**config.mk**
```make
export PLATFORM = sky130hd
export DESIGN_NAME = detection_vote_smoother_unit_flat
export DESIGN_NICKNAME = d
export VERILOG_FILES = /design/src/rtl/dvs_pkg.sv /design/src/rtl/dvs_channels.sv /design/src/rtl/detection_vote_smoother_unit.sv /design/src/flat_wrapper.sv
export SDC_FILE = /design/constraint.sdc
export NUM_CORES = 1
export LEC_CHECK = 0
export ABC_AREA = 1
export BUFFER_PORTS_ARGS = -buffer_cell sky130_fd_sc_hd__buf_2
export CAP_MARGIN = 5
export CORE_MARGIN = 3
export CORE_UTILIZATION = 30
export CTS_CLUSTER_DIAMETER = 50
export DETAILED_ROUTE_END_ITERATION = 10
export SKIP_CTS_REPAIR_TIMING = 1
export SLEW_MARGIN = 5
export SYNTH_ARGS = -nofsm -noshare
export SYNTH_HDL_FRONTEND = slang
export SYNTH_SLANG_ARGS = --single-unit
```
**constraint.sdc**
```tcl
create_clock -name i_clk -period 11.4 [get_ports i_clk]
set_clock_uncertainty 0.1 [all_clocks]
set_input_delay 1.14 -clock i_clk [delete_from_list [all_inputs] [get_ports i_clk]]
set_output_delay 1.14 -clock i_clk [all_outputs]
set_load 0.01 [all_outputs]
```
**src/rtl/dvs_pkg.sv**
```systemverilog
// ----------------------------------------------------------------------------
// dvs_pkg
// Shared types, field widths, register codes and reset values for the
// detection vote smoother.
// ----------------------------------------------------------------------------
package dvs_pkg;

    localparam int NUM_CLASSES_DEF  = 4;
    localparam int WINDOW_DEPTH_DEF = 8;

    localparam int LOGIT_W    = 8;
    localparam int NUM_LOGITS = 4;
    localparam int WINNER_W   = 2;
    localparam int CLASS_W    = 2;
    localparam int CONF_W     = 7;
    localparam int VOTE_OUT_W = 4;
    localparam int RUN_W      = 4;
    localparam int HOLD_W     = 8;
    localparam int MASK_W     = 4;
    localparam int CFG_IDX_W  = 3;
    localparam int CFG_DATA_W = 8;

    localparam logic [RUN_W-1:0] RUN_CAP = 4'd15;

    localparam logic signed [LOGIT_W-1:0] THRESH_RST    = 8'sd40;
    localparam logic [3:0]                MIN_VOTES_RST = 4'd5;
    localparam logic [RUN_W-1:0]          MIN_RUN_RST   = 4'd2;
    localparam logic [HOLD_W-1:0]         HOLDOFF_RST   = 8'd12;
    localparam logic [MASK_W-1:0]         MASK_RST      = 4'hC;
    localparam logic                      ENABLE_RST    = 1'b1;

    typedef logic signed [LOGIT_W-1:0] t_logit;

    typedef enum logic [CFG_IDX_W-1:0] {
        REG_THRESH    = 3'd0,
        REG_MIN_VOTES = 3'd1,
        REG_MIN_RUN   = 3'd2,
        REG_HOLDOFF   = 3'd3,
        REG_MASK      = 3'd4,
        REG_ENABLE    = 3'd5
    } t_cfg_reg;

    typedef enum logic [1:0] {
        ST_IDLE,
        ST_SUM,
        ST_DECIDE
    } t_state;

endpackage

```
**src/rtl/dvs_channels.sv**
```systemverilog
// ----------------------------------------------------------------------------
// dvs channels
// Valid/ready channel interfaces for frame input, detection output and
// register writes.
// ----------------------------------------------------------------------------
interface dvs_in_if import dvs_pkg::*; ();
    logic                valid;
    logic                ready;
    t_logit              logit_0;
    t_logit              logit_1;
    t_logit              logit_2;
    t_logit              logit_3;
    logic [WINNER_W-1:0] frame_winner;

    modport source (
        output valid, logit_0, logit_1, logit_2, logit_3, frame_winner,
        input  ready
    );
    modport sink (
        input  valid, logit_0, logit_1, logit_2, logit_3, frame_winner,
        output ready
    );
endinterface

interface dvs_out_if import dvs_pkg::*; ();
    logic                  valid;
    logic                  ready;
    logic                  fire;
    logic [CLASS_W-1:0]    event_class;
    logic [CONF_W-1:0]     confidence;
    logic [VOTE_OUT_W-1:0] vote_count;

    modport source (
        output valid, fire, event_class, confidence, vote_count,
        input  ready
    );
    modport sink (
        input  valid, fire, event_class, confidence, vote_count,
        output ready
    );
endinterface

interface dvs_cfg_if import dvs_pkg::*; ();
    logic                  valid;
    logic                  ready;
    logic [CFG_IDX_W-1:0]  index;
    logic [CFG_DATA_W-1:0] data;

    modport source (
        output valid, index, data,
        input  ready
    );
    modport sink (
        input  valid, index, data,
        output ready
    );
endinterface

```
**src/rtl/detection_vote_smoother_unit.sv**
```systemverilog
// ----------------------------------------------------------------------------
// detection_vote_smoother_unit
// Flow: a frame word is accepted in ST_IDLE, ST_SUM steps through the classes,
//   then ST_DECIDE registers the result word once the output side is free.
// Throughput: no new frame word until that result is committed; one shared
//   sum/average/compare unit steps through the classes, one per cycle.
// Reset: synchronous active low; clears sums, vote counts, pointers, run,
//   hold-off and restores register defaults. History memories are not cleared.
// ----------------------------------------------------------------------------
module detection_vote_smoother_unit import dvs_pkg::*; #(
    parameter int NUM_CLASSES  = NUM_CLASSES_DEF,
    parameter int WINDOW_DEPTH = WINDOW_DEPTH_DEF
) (
    input  logic       i_clk,
    input  logic       i_rst_n,
    dvs_cfg_if.sink    i_cfg,
    dvs_in_if.sink     i_in,
    dvs_out_if.source  o_out
);

    localparam int SH     = $clog2(WINDOW_DEPTH);
    localparam int SUM_W  = LOGIT_W + SH;
    localparam int CLS_W  = $clog2(NUM_CLASSES);
    localparam int PTR_W  = $clog2(WINDOW_DEPTH);
    localparam int FILL_W = $clog2(WINDOW_DEPTH + 1);
    localparam int HIST_W = NUM_LOGITS * LOGIT_W;

    localparam logic [CLS_W-1:0]  LAST_CLS   = CLS_W'(NUM_CLASSES - 1);
    localparam logic [PTR_W-1:0]  LAST_PTR   = PTR_W'(WINDOW_DEPTH - 1);
    localparam logic [FILL_W-1:0] DEPTH_FILL = FILL_W'(WINDOW_DEPTH);

    // configuration registers
    logic signed [LOGIT_W-1:0] r_cfg_thresh;
    logic [3:0]                r_cfg_min_votes;
    logic [RUN_W-1:0]          r_cfg_min_run;
    logic [HOLD_W-1:0]         r_cfg_holdoff;
    logic [MASK_W-1:0]         r_cfg_mask;
    logic                      r_cfg_en;

    // history memories
    logic [HIST_W-1:0]   r_logit_mem  [WINDOW_DEPTH];
    logic [WINNER_W-1:0] r_winner_mem [WINDOW_DEPTH];

    t_state r_state, n_state;

    logic [HIST_W-1:0]         r_in_pack, r_old_pack;
    logic [WINNER_W-1:0]       r_in_winner, r_old_winner;
    logic [PTR_W-1:0]          r_wp, n_wp;
    logic [FILL_W-1:0]         r_fill, n_fill;
    logic                      r_old_valid, n_old_valid;
    logic [CLS_W-1:0]          r_cls, n_cls;
    logic [CLS_W-1:0]          r_best, n_best;
    logic signed [LOGIT_W-1:0] r_best_val, n_best_val;
    logic signed [SUM_W-1:0]   r_sum   [NUM_CLASSES];
    logic signed [SUM_W-1:0]   n_sum   [NUM_CLASSES];
    logic [FILL_W-1:0]         r_votes [NUM_CLASSES];
    logic [FILL_W-1:0]         n_votes [NUM_CLASSES];
    logic [RUN_W-1:0]          r_run, n_run;
    logic [CLS_W-1:0]          r_last, n_last;
    logic [HOLD_W-1:0]         r_holdoff, n_holdoff;
    logic                      r_out_valid, n_out_valid;
    logic                      r_fire, n_fire;
    logic [CLASS_W-1:0]        r_class, n_class;
    logic [CONF_W-1:0]         r_conf, n_conf;
    logic [VOTE_OUT_W-1:0]     r_vote, n_vote;

    logic                      w_in_acc;
    logic                      w_sum_en;
    logic                      w_decide;
    logic                      w_out_free;
    logic                      w_commit;
    logic [HIST_W-1:0]         w_in_pack;
    logic [1:0]                w_lg_idx;
    logic                      w_lg_live;
    t_logit                    w_lg;
    t_logit                    w_old;
    logic signed [SUM_W-1:0]   w_new_sum;
    logic signed [LOGIT_W-1:0] w_avg;
    logic                      w_better;
    logic [FILL_W-1:0]         w_votes;
    logic                      w_mask_ok;
    logic                      w_cand;
    logic [RUN_W-1:0]          w_run;
    logic                      w_fire;

    assign w_in_acc   = i_in.valid && i_in.ready;
    assign w_out_free = !r_out_valid || o_out.ready;
    assign w_commit   = w_decide && w_out_free;
    assign w_in_pack  = {i_in.logit_3, i_in.logit_2, i_in.logit_1, i_in.logit_0};

    // register writes
    assign i_cfg.ready = 1'b1;

    always_ff @(posedge i_clk) begin
        if (!i_rst_n) begin
            r_cfg_thresh    <= THRESH_RST;
            r_cfg_min_votes <= MIN_VOTES_RST;
            r_cfg_min_run   <= MIN_RUN_RST;
            r_cfg_holdoff   <= HOLDOFF_RST;
            r_cfg_mask      <= MASK_RST;
            r_cfg_en        <= ENABLE_RST;
        end else if (i_cfg.valid && i_cfg.ready) begin
            unique case (i_cfg.index)
                REG_THRESH:    r_cfg_thresh    <= i_cfg.data;
                REG_MIN_VOTES: r_cfg_min_votes <= i_cfg.data[3:0];
                REG_MIN_RUN:   r_cfg_min_run   <= i_cfg.data[RUN_W-1:0];
                REG_HOLDOFF:   r_cfg_holdoff   <= i_cfg.data;
                REG_MASK:      r_cfg_mask      <= i_cfg.data[MASK_W-1:0];
                REG_ENABLE:    r_cfg_en        <= i_cfg.data[0];
                default: ;
            endcase
        end
    end

    // history memories, read-first at the write pointer
    always_ff @(posedge i_clk) begin
        if (w_in_acc) begin
            r_logit_mem[r_wp]  <= w_in_pack;
            r_winner_mem[r_wp] <= i_in.frame_winner;
            r_old_pack         <= r_logit_mem[r_wp];
            r_old_winner       <= r_winner_mem[r_wp];
            r_in_pack          <= w_in_pack;
            r_in_winner        <= i_in.frame_winner;
        end
    end

    // sequencer
    always_comb begin
        n_state = r_state;
        unique case (r_state)
            ST_IDLE:   if (w_in_acc) n_state = ST_SUM;
            ST_SUM:    if (r_cls == LAST_CLS) n_state = ST_DECIDE;
            ST_DECIDE: if (w_commit) n_state = ST_IDLE;
            default:   n_state = ST_IDLE;
        endcase
    end

    always_comb begin
        i_in.ready = 1'b0;
        w_sum_en   = 1'b0;
        w_decide   = 1'b0;
        unique case (r_state)
            ST_IDLE:   i_in.ready = 1'b1;
            ST_SUM:    w_sum_en   = 1'b1;
            ST_DECIDE: w_decide   = 1'b1;
            default: ;
        endcase
    end

    // shared sum / average / compare unit, one class per cycle
    assign w_lg_idx  = 2'(r_cls);
    assign w_lg_live = int'(r_cls) < NUM_LOGITS;
    assign w_lg      = w_lg_live ? t_logit'(r_in_pack[w_lg_idx*LOGIT_W +: LOGIT_W]) : '0;
    assign w_old     = (w_lg_live && r_old_valid)
                     ? t_logit'(r_old_pack[w_lg_idx*LOGIT_W +: LOGIT_W]) : '0;
    assign w_new_sum = r_sum[r_cls] + SUM_W'(w_lg) - SUM_W'(w_old);
    assign w_avg     = w_new_sum[SUM_W-1:SH];
    assign w_better  = (r_cls == '0) || (w_avg > r_best_val);

    // candidate and run decision
    assign w_votes   = r_votes[r_best];
    assign w_mask_ok = (int'(r_best) < MASK_W) && r_cfg_mask[2'(r_best)];
    assign w_cand    = r_cfg_en && w_mask_ok && (r_best_val >= r_cfg_thresh)
                    && (int'(w_votes) >= int'(r_cfg_min_votes));

    always_comb begin
        if (!w_cand) begin
            w_run = '0;
        end else if (r_run != '0 && r_last == r_best) begin
            w_run = (r_run == RUN_CAP) ? r_run : r_run + 1'b1;
        end else begin
            w_run = RUN_W'(1);
        end
    end

    assign w_fire = w_cand && (r_holdoff == '0) && (w_run >= r_cfg_min_run);

    always_comb begin
        n_wp        = r_wp;
        n_fill      = r_fill;
        n_old_valid = r_old_valid;
        n_cls       = r_cls;
        n_best      = r_best;
        n_best_val  = r_best_val;
        n_sum       = r_sum;
        n_votes     = r_votes;
        n_run       = r_run;
        n_last      = r_last;
        n_holdoff   = r_holdoff;
        n_out_valid = r_out_valid;
        n_fire      = r_fire;
        n_class     = r_class;
        n_conf      = r_conf;
        n_vote      = r_vote;

        if (o_out.valid && o_out.ready) begin
            n_out_valid = 1'b0;
        end

        if (w_in_acc) begin
            n_old_valid = (r_fill == DEPTH_FILL);
            n_wp        = (r_wp == LAST_PTR) ? '0 : r_wp + 1'b1;
            n_cls       = '0;
            if (r_fill != DEPTH_FILL) begin
                n_fill = r_fill + 1'b1;
            end
        end

        if (w_sum_en) begin
            n_sum[r_cls] = w_new_sum;
            n_cls        = r_cls + 1'b1;
            if (w_better) begin
                n_best     = r_cls;
                n_best_val = w_avg;
            end
            // window vote counts: add the new winner, drop the overwritten one
            if (r_cls == '0) begin
                for (int c = 0; c < NUM_CLASSES; c++) begin
                    if ((int'(r_in_winner) == c)
                            && !(r_old_valid && int'(r_old_winner) == c)) begin
                        n_votes[c] = r_votes[c] + 1'b1;
                    end else if (!(int'(r_in_winner) == c)
                            && (r_old_valid && int'(r_old_winner) == c)) begin
                        n_votes[c] = r_votes[c] - 1'b1;
                    end
                end
            end
        end

        if (w_commit) begin
            n_out_valid = 1'b1;
            n_fire      = w_fire;
            n_class     = '0;
            n_conf      = '0;
            n_vote      = '0;
            if (w_cand) begin
                n_last = r_best;
            end
            if (w_fire) begin
                n_class   = CLASS_W'(r_best);
                n_conf    = r_best_val[LOGIT_W-1] ? '0 : r_best_val[CONF_W-1:0];
                n_vote    = VOTE_OUT_W'(w_votes);
                n_holdoff = r_cfg_holdoff;
                n_run     = '0;
            end else begin
                n_run = w_run;
                if (r_holdoff != '0) begin
                    n_holdoff = r_holdoff - 1'b1;
                end
            end
        end
    end

    always_ff @(posedge i_clk) begin
        if (!i_rst_n) begin
            r_state     <= ST_IDLE;
            r_wp        <= '0;
            r_fill      <= '0;
            r_old_valid <= 1'b0;
            r_cls       <= '0;
            r_best      <= '0;
            r_best_val  <= '0;
            r_sum       <= '{default: '0};
            r_votes     <= '{default: '0};
            r_run       <= '0;
            r_last      <= '0;
            r_holdoff   <= '0;
            r_out_valid <= 1'b0;
        end else begin
            r_state     <= n_state;
            r_wp        <= n_wp;
            r_fill      <= n_fill;
            r_old_valid <= n_old_valid;
            r_cls       <= n_cls;
            r_best      <= n_best;
            r_best_val  <= n_best_val;
            r_sum       <= n_sum;
            r_votes     <= n_votes;
            r_run       <= n_run;
            r_last      <= n_last;
            r_holdoff   <= n_holdoff;
            r_out_valid <= n_out_valid;
        end
    end

    // result word register
    always_ff @(posedge i_clk) begin
        r_fire  <= n_fire;
        r_class <= n_class;
        r_conf  <= n_conf;
        r_vote  <= n_vote;
    end

    assign o_out.valid       = r_out_valid;
    assign o_out.fire        = r_fire;
    assign o_out.event_class = r_class;
    assign o_out.confidence  = r_conf;
    assign o_out.vote_count  = r_vote;

    // checks
    a_fill_bound: assert property (@(posedge i_clk) disable iff (!i_rst_n)
        r_fill <= DEPTH_FILL)
        else $error("fill count beyond window depth");

    a_accept_to_sum: assert property (@(posedge i_clk) disable iff (!i_rst_n)
        w_in_acc |=> r_state == ST_SUM)
        else $error("accepted word did not start the class sweep");

    a_holdoff_load: assert property (@(posedge i_clk) disable iff (!i_rst_n)
        (w_commit && w_fire) |=> r_holdoff == $past(r_cfg_holdoff))
        else $error("hold-off not loaded after detection");

endmodule

```
**src/flat_wrapper.sv**
```systemverilog
// flat-port wrapper written by rule: the top's interface ports become plain ports
module detection_vote_smoother_unit_flat import dvs_pkg::*;
#(
    parameter int NUM_CLASSES  = NUM_CLASSES_DEF,
    parameter int WINDOW_DEPTH = WINDOW_DEPTH_DEF
)
  (i_clk, i_rst_n, i_cfg_valid, i_cfg_index, i_cfg_data, i_cfg_ready, i_in_valid, i_in_logit_0, i_in_logit_1, i_in_logit_2, i_in_logit_3, i_in_frame_winner, i_in_ready, o_out_valid, o_out_fire, o_out_event_class, o_out_confidence, o_out_vote_count, o_out_ready);
  dvs_cfg_if i_cfg_i ();
  dvs_in_if i_in_i ();
  dvs_out_if o_out_i ();
  input  logic i_clk;
  input  logic i_rst_n;
  input wire logic [$bits(i_cfg_i.valid)-1:0] i_cfg_valid;
  input wire logic [$bits(i_cfg_i.index)-1:0] i_cfg_index;
  input wire logic [$bits(i_cfg_i.data)-1:0] i_cfg_data;
  output wire logic [$bits(i_cfg_i.ready)-1:0] i_cfg_ready;
  input wire logic [$bits(i_in_i.valid)-1:0] i_in_valid;
  input wire logic [$bits(i_in_i.logit_0)-1:0] i_in_logit_0;
  input wire logic [$bits(i_in_i.logit_1)-1:0] i_in_logit_1;
  input wire logic [$bits(i_in_i.logit_2)-1:0] i_in_logit_2;
  input wire logic [$bits(i_in_i.logit_3)-1:0] i_in_logit_3;
  input wire logic [$bits(i_in_i.frame_winner)-1:0] i_in_frame_winner;
  output wire logic [$bits(i_in_i.ready)-1:0] i_in_ready;
  output wire logic [$bits(o_out_i.valid)-1:0] o_out_valid;
  output wire logic [$bits(o_out_i.fire)-1:0] o_out_fire;
  output wire logic [$bits(o_out_i.event_class)-1:0] o_out_event_class;
  output wire logic [$bits(o_out_i.confidence)-1:0] o_out_confidence;
  output wire logic [$bits(o_out_i.vote_count)-1:0] o_out_vote_count;
  input wire logic [$bits(o_out_i.ready)-1:0] o_out_ready;
  assign i_cfg_i.valid = i_cfg_valid;
  assign i_cfg_i.index = i_cfg_index;
  assign i_cfg_i.data = i_cfg_data;
  assign i_cfg_ready = i_cfg_i.ready;
  assign i_in_i.valid = i_in_valid;
  assign i_in_i.logit_0 = i_in_logit_0;
  assign i_in_i.logit_1 = i_in_logit_1;
  assign i_in_i.logit_2 = i_in_logit_2;
  assign i_in_i.logit_3 = i_in_logit_3;
  assign i_in_i.frame_winner = i_in_frame_winner;
  assign i_in_ready = i_in_i.ready;
  assign o_out_valid = o_out_i.valid;
  assign o_out_fire = o_out_i.fire;
  assign o_out_event_class = o_out_i.event_class;
  assign o_out_confidence = o_out_i.confidence;
  assign o_out_vote_count = o_out_i.vote_count;
  assign o_out_i.ready = o_out_ready;
  detection_vote_smoother_unit #(.NUM_CLASSES(NUM_CLASSES), .WINDOW_DEPTH(WINDOW_DEPTH)) u_core (.i_clk(i_clk), .i_rst_n(i_rst_n), .i_cfg(i_cfg_i), .i_in(i_in_i), .o_out(o_out_i));
endmodule
```
* Word-level counts from Yosys, hierarchy flattened *
Memory sizes are Yosys's and may differ from the RTL's. A register that Yosys moved wholly into a read port is not among the register bits.
Cells that the tools add are included.

operators by class
  shifts and indexed selects = 2
  multipliers = 0
  divide/modulo/power cells = 0
  $add $sub $neg = 15
  order comparisons = 8
  muxes and demuxes = 40
  reduce and logical (&&, ||, !) cells = 64
  equal/unequal tests = 22
  bitwise gates (word level) = 3

operator list
  operator             number
  $shiftx 32x6->8      2
  $mux 4               14
  $bwmux 44            1
  $mux 11              3
  $add 4x1->4 const B  6
  $mux 8               3
  $bmux 11 s2          1
  $demux 11 s2         1
  $logic_and 1x1->1    22
  $reduce_and 2->1     10
  $sub 4x1->4 const B  4
  $reduce_and 3->1     5
  $reduce_bool 2->1    7
  $eq 2x2->1 const B   6
  $add 11x8->11        1
  $sub 11x8->11        1
  $mux 2               5
  $eq 3x3->1 const B   3
  $logic_not 1->1      9
  $bmux 4 s2           1
  $eq 4x4->1 const B   2
  $ge 4x4->1           2
  $ge 8x8->1           1
  $gt 8x8->1           1
  other kinds (25)     43

storage, ports and cells
  memories kept = 2
  output and inout port bits = 17
  register bits = 174
  logic and storage cells = 187
  latch bits = 0
  input port bits = 50
  bits in writable memories = 272
  bits in read-only memories = 0

memories
  memory               depth  bits a word  read ports  clocked after Yosys merged registers in  wr ports  line                                source
  u_core.r_logit_mem   8      32           1           1                                        1         detection_vote_smoother_unit.sv:41  logic [HIST_W-1:0] r_logit_mem [WINDOW_DEPTH];
  u_core.r_winner_mem  8      2            1           1                                        1         detection_vote_smoother_unit.sv:42  logic [WINNER_W-1:0] r_winner_mem [WINDOW_DEPTH];

* Depth between registers and ports, before layout *
  depth after elaboration = 11
  depth in mapped cells = 31

* Worst setup path before layout *
No wires, ideal clock.

  path kind = input -> register
  start = input port i_in_valid
  end = memory u_core.r_logit_mem[1][0] (netlist bit) (enable)
  setup slack = 6.022 ns
  required time = 10.790 ns
  buffers on the path = 1
  stages on the path = 3
  library setup time = 0.510 ns
  arrival = 4.767 ns
  cell sequence = nand2_1 clkbuf_1 nor4_1

between the ends
  word-level cells in the longest chain between the ends = 3

RTL lines
  item                          line                                 source
  start: declaration            flat_wrapper.sv:17                   input wire logic [$bits(i_in_i.valid)-1:0] i_in_valid;
  $logic_and 1x1->1             detection_vote_smoother_unit.sv:86   assign w_in_acc = i_in.valid && i_in.ready;
  $mux 1                        detection_vote_smoother_unit.sv:117  if (w_in_acc) begin
  $mux 1 (not written as such)  detection_vote_smoother_unit.sv:118  r_logit_mem[r_wp] <= w_in_pack;
  end: declaration              detection_vote_smoother_unit.sv:41

Every way passes these cells.

* Worst setup path after layout *
  start = register u_core.r_cls[0]
  end = register u_core.r_best_val[6]

between the ends
  word-level cells in the longest chain between the ends = 9

RTL lines
  item                                                   line                                 source
  start: declaration                                     detection_vote_smoother_unit.sv:51   logic [CLS_W-1:0] r_cls, n_cls;
  start signal: assignment                               detection_vote_smoother_unit.sv:274  r_cls <= n_cls;
  branches (longest 5 deep; another with $add 11x8->11)  -
  $sub 11x8->11 *                                        detection_vote_smoother_unit.sv:156  assign w_new_sum = r_sum[r_cls] + SUM_W'(w_lg) - SUM_W'(w_old);
  net u_core.w_new_sum[8]                                detection_vote_smoother_unit.sv:77   logic signed [SUM_W-1:0] w_new_sum;
  $gt 8x8->1 *                                           detection_vote_smoother_unit.sv:158  assign w_better = (r_cls == '0) || (w_avg > r_best_val);
  $logic_or 1x1->1 *                                     detection_vote_smoother_unit.sv:158
  $reduce_and 2->1 (no source line) *                    -
  end signal: assignment                                 detection_vote_smoother_unit.sv:276  r_best_val <= n_best_val;
  end: declaration                                       detection_vote_smoother_unit.sv:53   logic signed [LOGIT_W-1:0] r_best_val, n_best_val;

Mark *: on every way through the listed nets, which the timed path passes. The select of a mux whose other input is x is not followed.
A chain may end at the register's enable or synchronous reset.

==> impl_results.md <==
- Psw: 1.256 mW
- Final ANT Viol Nets: 0
- #FFs+latches synth: 480
- Critical Path Max Stage Delay: 0.99 ns
- Max Freq: 154.9 MHz
- Yosys warning total: 0
- Synthesized net count: 1910
- Final Instance Area: 23260 um2
- Post-synth ARST share: 0
- Sequential share of the synthesized area: 0.6505
- Hold WC Path Type: reg -> reg
- Die width: ~270 um
- CTS tree: built
- Initial antenna violation count: 3
- CP Class: reg -> reg
- Drt total wl: 48.54 mm
- Bufs on Longest Clock Path: 3
- DRT iter0 DRCs: 1053
- Measured slew at the worst slew-check pin: roughly 1.0 ns
- # port buffers: between 60 and 70
- Worst EP arrival: around 7 ns
- Synth Flop Type: edfxtp_1
- Dpl ws: 5.055 ns
- Clock Tree Root: clkbuf_16
- Slew HR: 0.3077
- First-pass GRT wire length: 76.17 mm
- Synth Instances: approximately 1800
- I/O Pins: between 60 and 70
- Global route overflow: 0
- Avg Inst Size Synth: ~11 um2
- Synth unique cells: 46
- Max Slew Vio Count: 0
- Post-placement cell area: about 22000 um2
- Util after Layout: 0.3512
- Mean number of vias per cell: approximately 4.9
- Final setup viols: 0
- Vias in the first global route: between 10000 and 15000
- First-pass iteration count of the detailed router: 5
- Routed wire per std cell: 17.57 um
- Row count: 94
- Clock-pin slew on the worst setup and hold paths: roughly 0.060 ns
- Power Internal: 3.149 mW
- Largest net degree at the start of global routing: 90
- Pwr/cell area: 189.4 nW/um2
- Area Overhead vs Synth: 15.03%
- Clock period minus worst slack: 6.456 ns
- Placer Congestion: 0.8517
- Fin worst setup slack: 4.944 ns
- Cell Area, Synth: 20220 um2
- Required @ worst endpoint: 11.81 ns
- Reg power frac: 0.457
- Worst VDD drop: 0.0001233 V
- Initial Util: 0.3053
- Clk pwr share: 0.370
- Final setup TNS: 0 ns
- Gate power share: 0.173
- Final Hold Fails: 0
- Worst hold slack: approximately 0.36 ns
- Critical path's top delay family: compound AO/OA/AOI/OAI gates
- Crit Path Max Fanout: 55
- Max cap viols: 0
- Switching Fraction: 0.2851
- Tcrit/Tclk final: 0.5663
- Die Span Y: about 270 um
- Fillers: roughly 6500
- Fraction of layout cells with a size suffix above 1: 0.1049
- Setup repair after global routing missed its margin: no
- Clock sinks: between 400 and 500
- Die Area: 70550 um2
- Kind of end point of the critical path: register
- Cell Chain, Critical Path: clkinv_1 -> buf_4 -> o21ai_0 -> a21oi_1 -> fa_1 -> inv_1 -> ha_1 -> a21oi_1 -> o21ai_0 -> a21oi_1 -> o21bai_1 -> xor2_1 -> inv_1 -> ha_1 -> a21o_1 -> a31oi_1 -> nand3_1 -> nand2_1 -> nand2_1 -> a21oi_1 -> nand2_1 -> a21oi_1
- Max stage delay cell, worst path: dfxtp_2
- HPWL after DPL: 30.93 mm
- LEAKAGE: 8.561 nW
- Post-synth EDFFs: approximately 350
- CP bufs+invs: 4
- Status: complete, no violations
- Placeable Area: 66220 um2
- CP most frequent cell: a21oi_1
- Number of H-tree levels: 2
- Clk_lat worst skew: 0.60 ns
- Reg2Reg Setup Slack: between 4 and 5 ns
- CP startpoint kind: register
- CTS buffer count: 50
- Total track usage: 0.1364
- Post-route DRC: 0
- DR vias: 13570
- Nets@finish: slightly below 2000
flip-flops by register name (all words and copies together), names as in the netlist, 7 cells and up:
register,cells
u_core.r_sum,44
u_core.r_cfg_holdoff,8
u_core.r_in_pack,32
u_core.r_best_val,8
u_core.r_holdoff,8
u_core.r_winner_mem,16
u_core.r_old_pack,32
u_core.r_votes,16
u_core.r_cfg_thresh,8
u_core.o_out.confidence,7
u_core.r_logit_mem,256
synth_stat cells, types with 28 or more instances:
cell	count	area, um2
a21oi_1	124	620.6
edfxtp_1	354	10630
dfxtp_1	126	2522
inv_1	189	709.4
nand3_1	41	205.2
clkbuf_1	49	183.9
ha_1	58	725.7
a221oi_1	28	245.2
nor2_1	159	596.8
a22oi_1	47	352.8
o21ai_0	121	605.6
nand4_1	41	256.5
nand2_1	263	987.2
through the flow:
step	cells	power, mW
global placement	2669	2.776
global route	2761	4.619
detailed placement	2669	2.804
CTS	2761	4.443
floorplan	1788	2.558
finish	2763	4.405
cells by family (layout without fill, tap and decap cells):
logic type                 count (synthesis)  after routing  share of synthesized area
buffers and inverters                    267            376                    0.05155
AOI/OAI and AO/OA                        405            405                     0.1240
xor gates and xnor gates                  26             26                    0.01126
and+or+nand+nor                          537            537                     0.1127
other                                      1              3                  0.0001855
adders and majority gates                 72             72                    0.04976
DFF                                      480            480                     0.6505
cell type report:
| class | count | area (um2) | share of cell area |
|---|---|---|---|
| Clock inverter | 29 | 325.3 | 0.01399 |
| Antenna cell | 2 | 5.005 | 0.0002152 |
| Timing Repair Buffer | 88 | 498.0 | 0.02141 |
| Multi-Input combinational cell | 1041 | 6115 | 0.2629 |
| Sequential cell | 480 | 13150 | 0.5656 |
| Tap cell | 864 | 1081 | 0.04648 |
| Clock buffer | 63 | 1341 | 0.05767 |
| Inverter | 196 | 737.0 | 0.03169 |
power groups by stage:
stage               sequential (mW)  combinational, mW  clock, mW
global placement               2.05              0.728          0
floorplan                      2.02              0.535          0
finish                         2.01              0.761       1.63
CTS                            2.01              0.759       1.67
global route                   2.02              0.863       1.74
detailed placement             2.05              0.755          0
layout by cell type (no fill, tap or decap), types with 5 or more instances in the layout:
cell type / n
edfxtp_1: 354
nand2_1: 263
inv_1: 187
nor2_1: 155
dfxtp_1: 125
a21oi_1: 124
o21ai_0: 121
buf_2: 65
ha_1: 58
clkbuf_16: 51
a22oi_1: 47
nand3_1: 41
nand4_1: 41
a221oi_1: 28
a22o_1: 25
buf_4: 23
xor2_1: 18
fa_1: 14
a211oi_1: 11
clkbuf_1: 10
clkinv_1: 9
xnor2_1: 8
a32o_1: 8
clkinv_2: 8
nor3_1: 7
o211ai_1: 7
o21a_1: 7
o21bai_1: 6
inv_2: 5
o22ai_1: 5
nor3_4: 5
and3_1: 5
o21ai_2: 5
worst min-delay path, delay by kind of cell, from the launching register on:
kind	cells	cell delay [ns]
buf+inv	1	0.06
flops	1	0.29
compound gates	1	0.05
metal layers:
metal  GRT usage  share of wire  vias to the layer above
met2      0.2246           0.46                      361
met4     0.03883          0.022                        2
met5           0        0.00027                        -
li1            -              -                     6476
met1      0.1853           0.45                     6652
met3     0.02414          0.060                       76
final timing paths:
| check | startpoint | to | depth (start not counted) |
|---|---|---|---|
| setup / recovery | u_core.r_cls[0] | u_core.r_best_val[6] | 22 |
| hold / removal | u_core.r_sum[33] | u_core.r_sum[33] | 2 |
| hold reg to reg | u_core.r_sum[33] | u_core.r_sum[33] | 2 |
| setup reg to reg | u_core.r_cls[0] | u_core.r_best_val[6] | 22 |
Note: power is estimated with default switching activity, not from simulation.
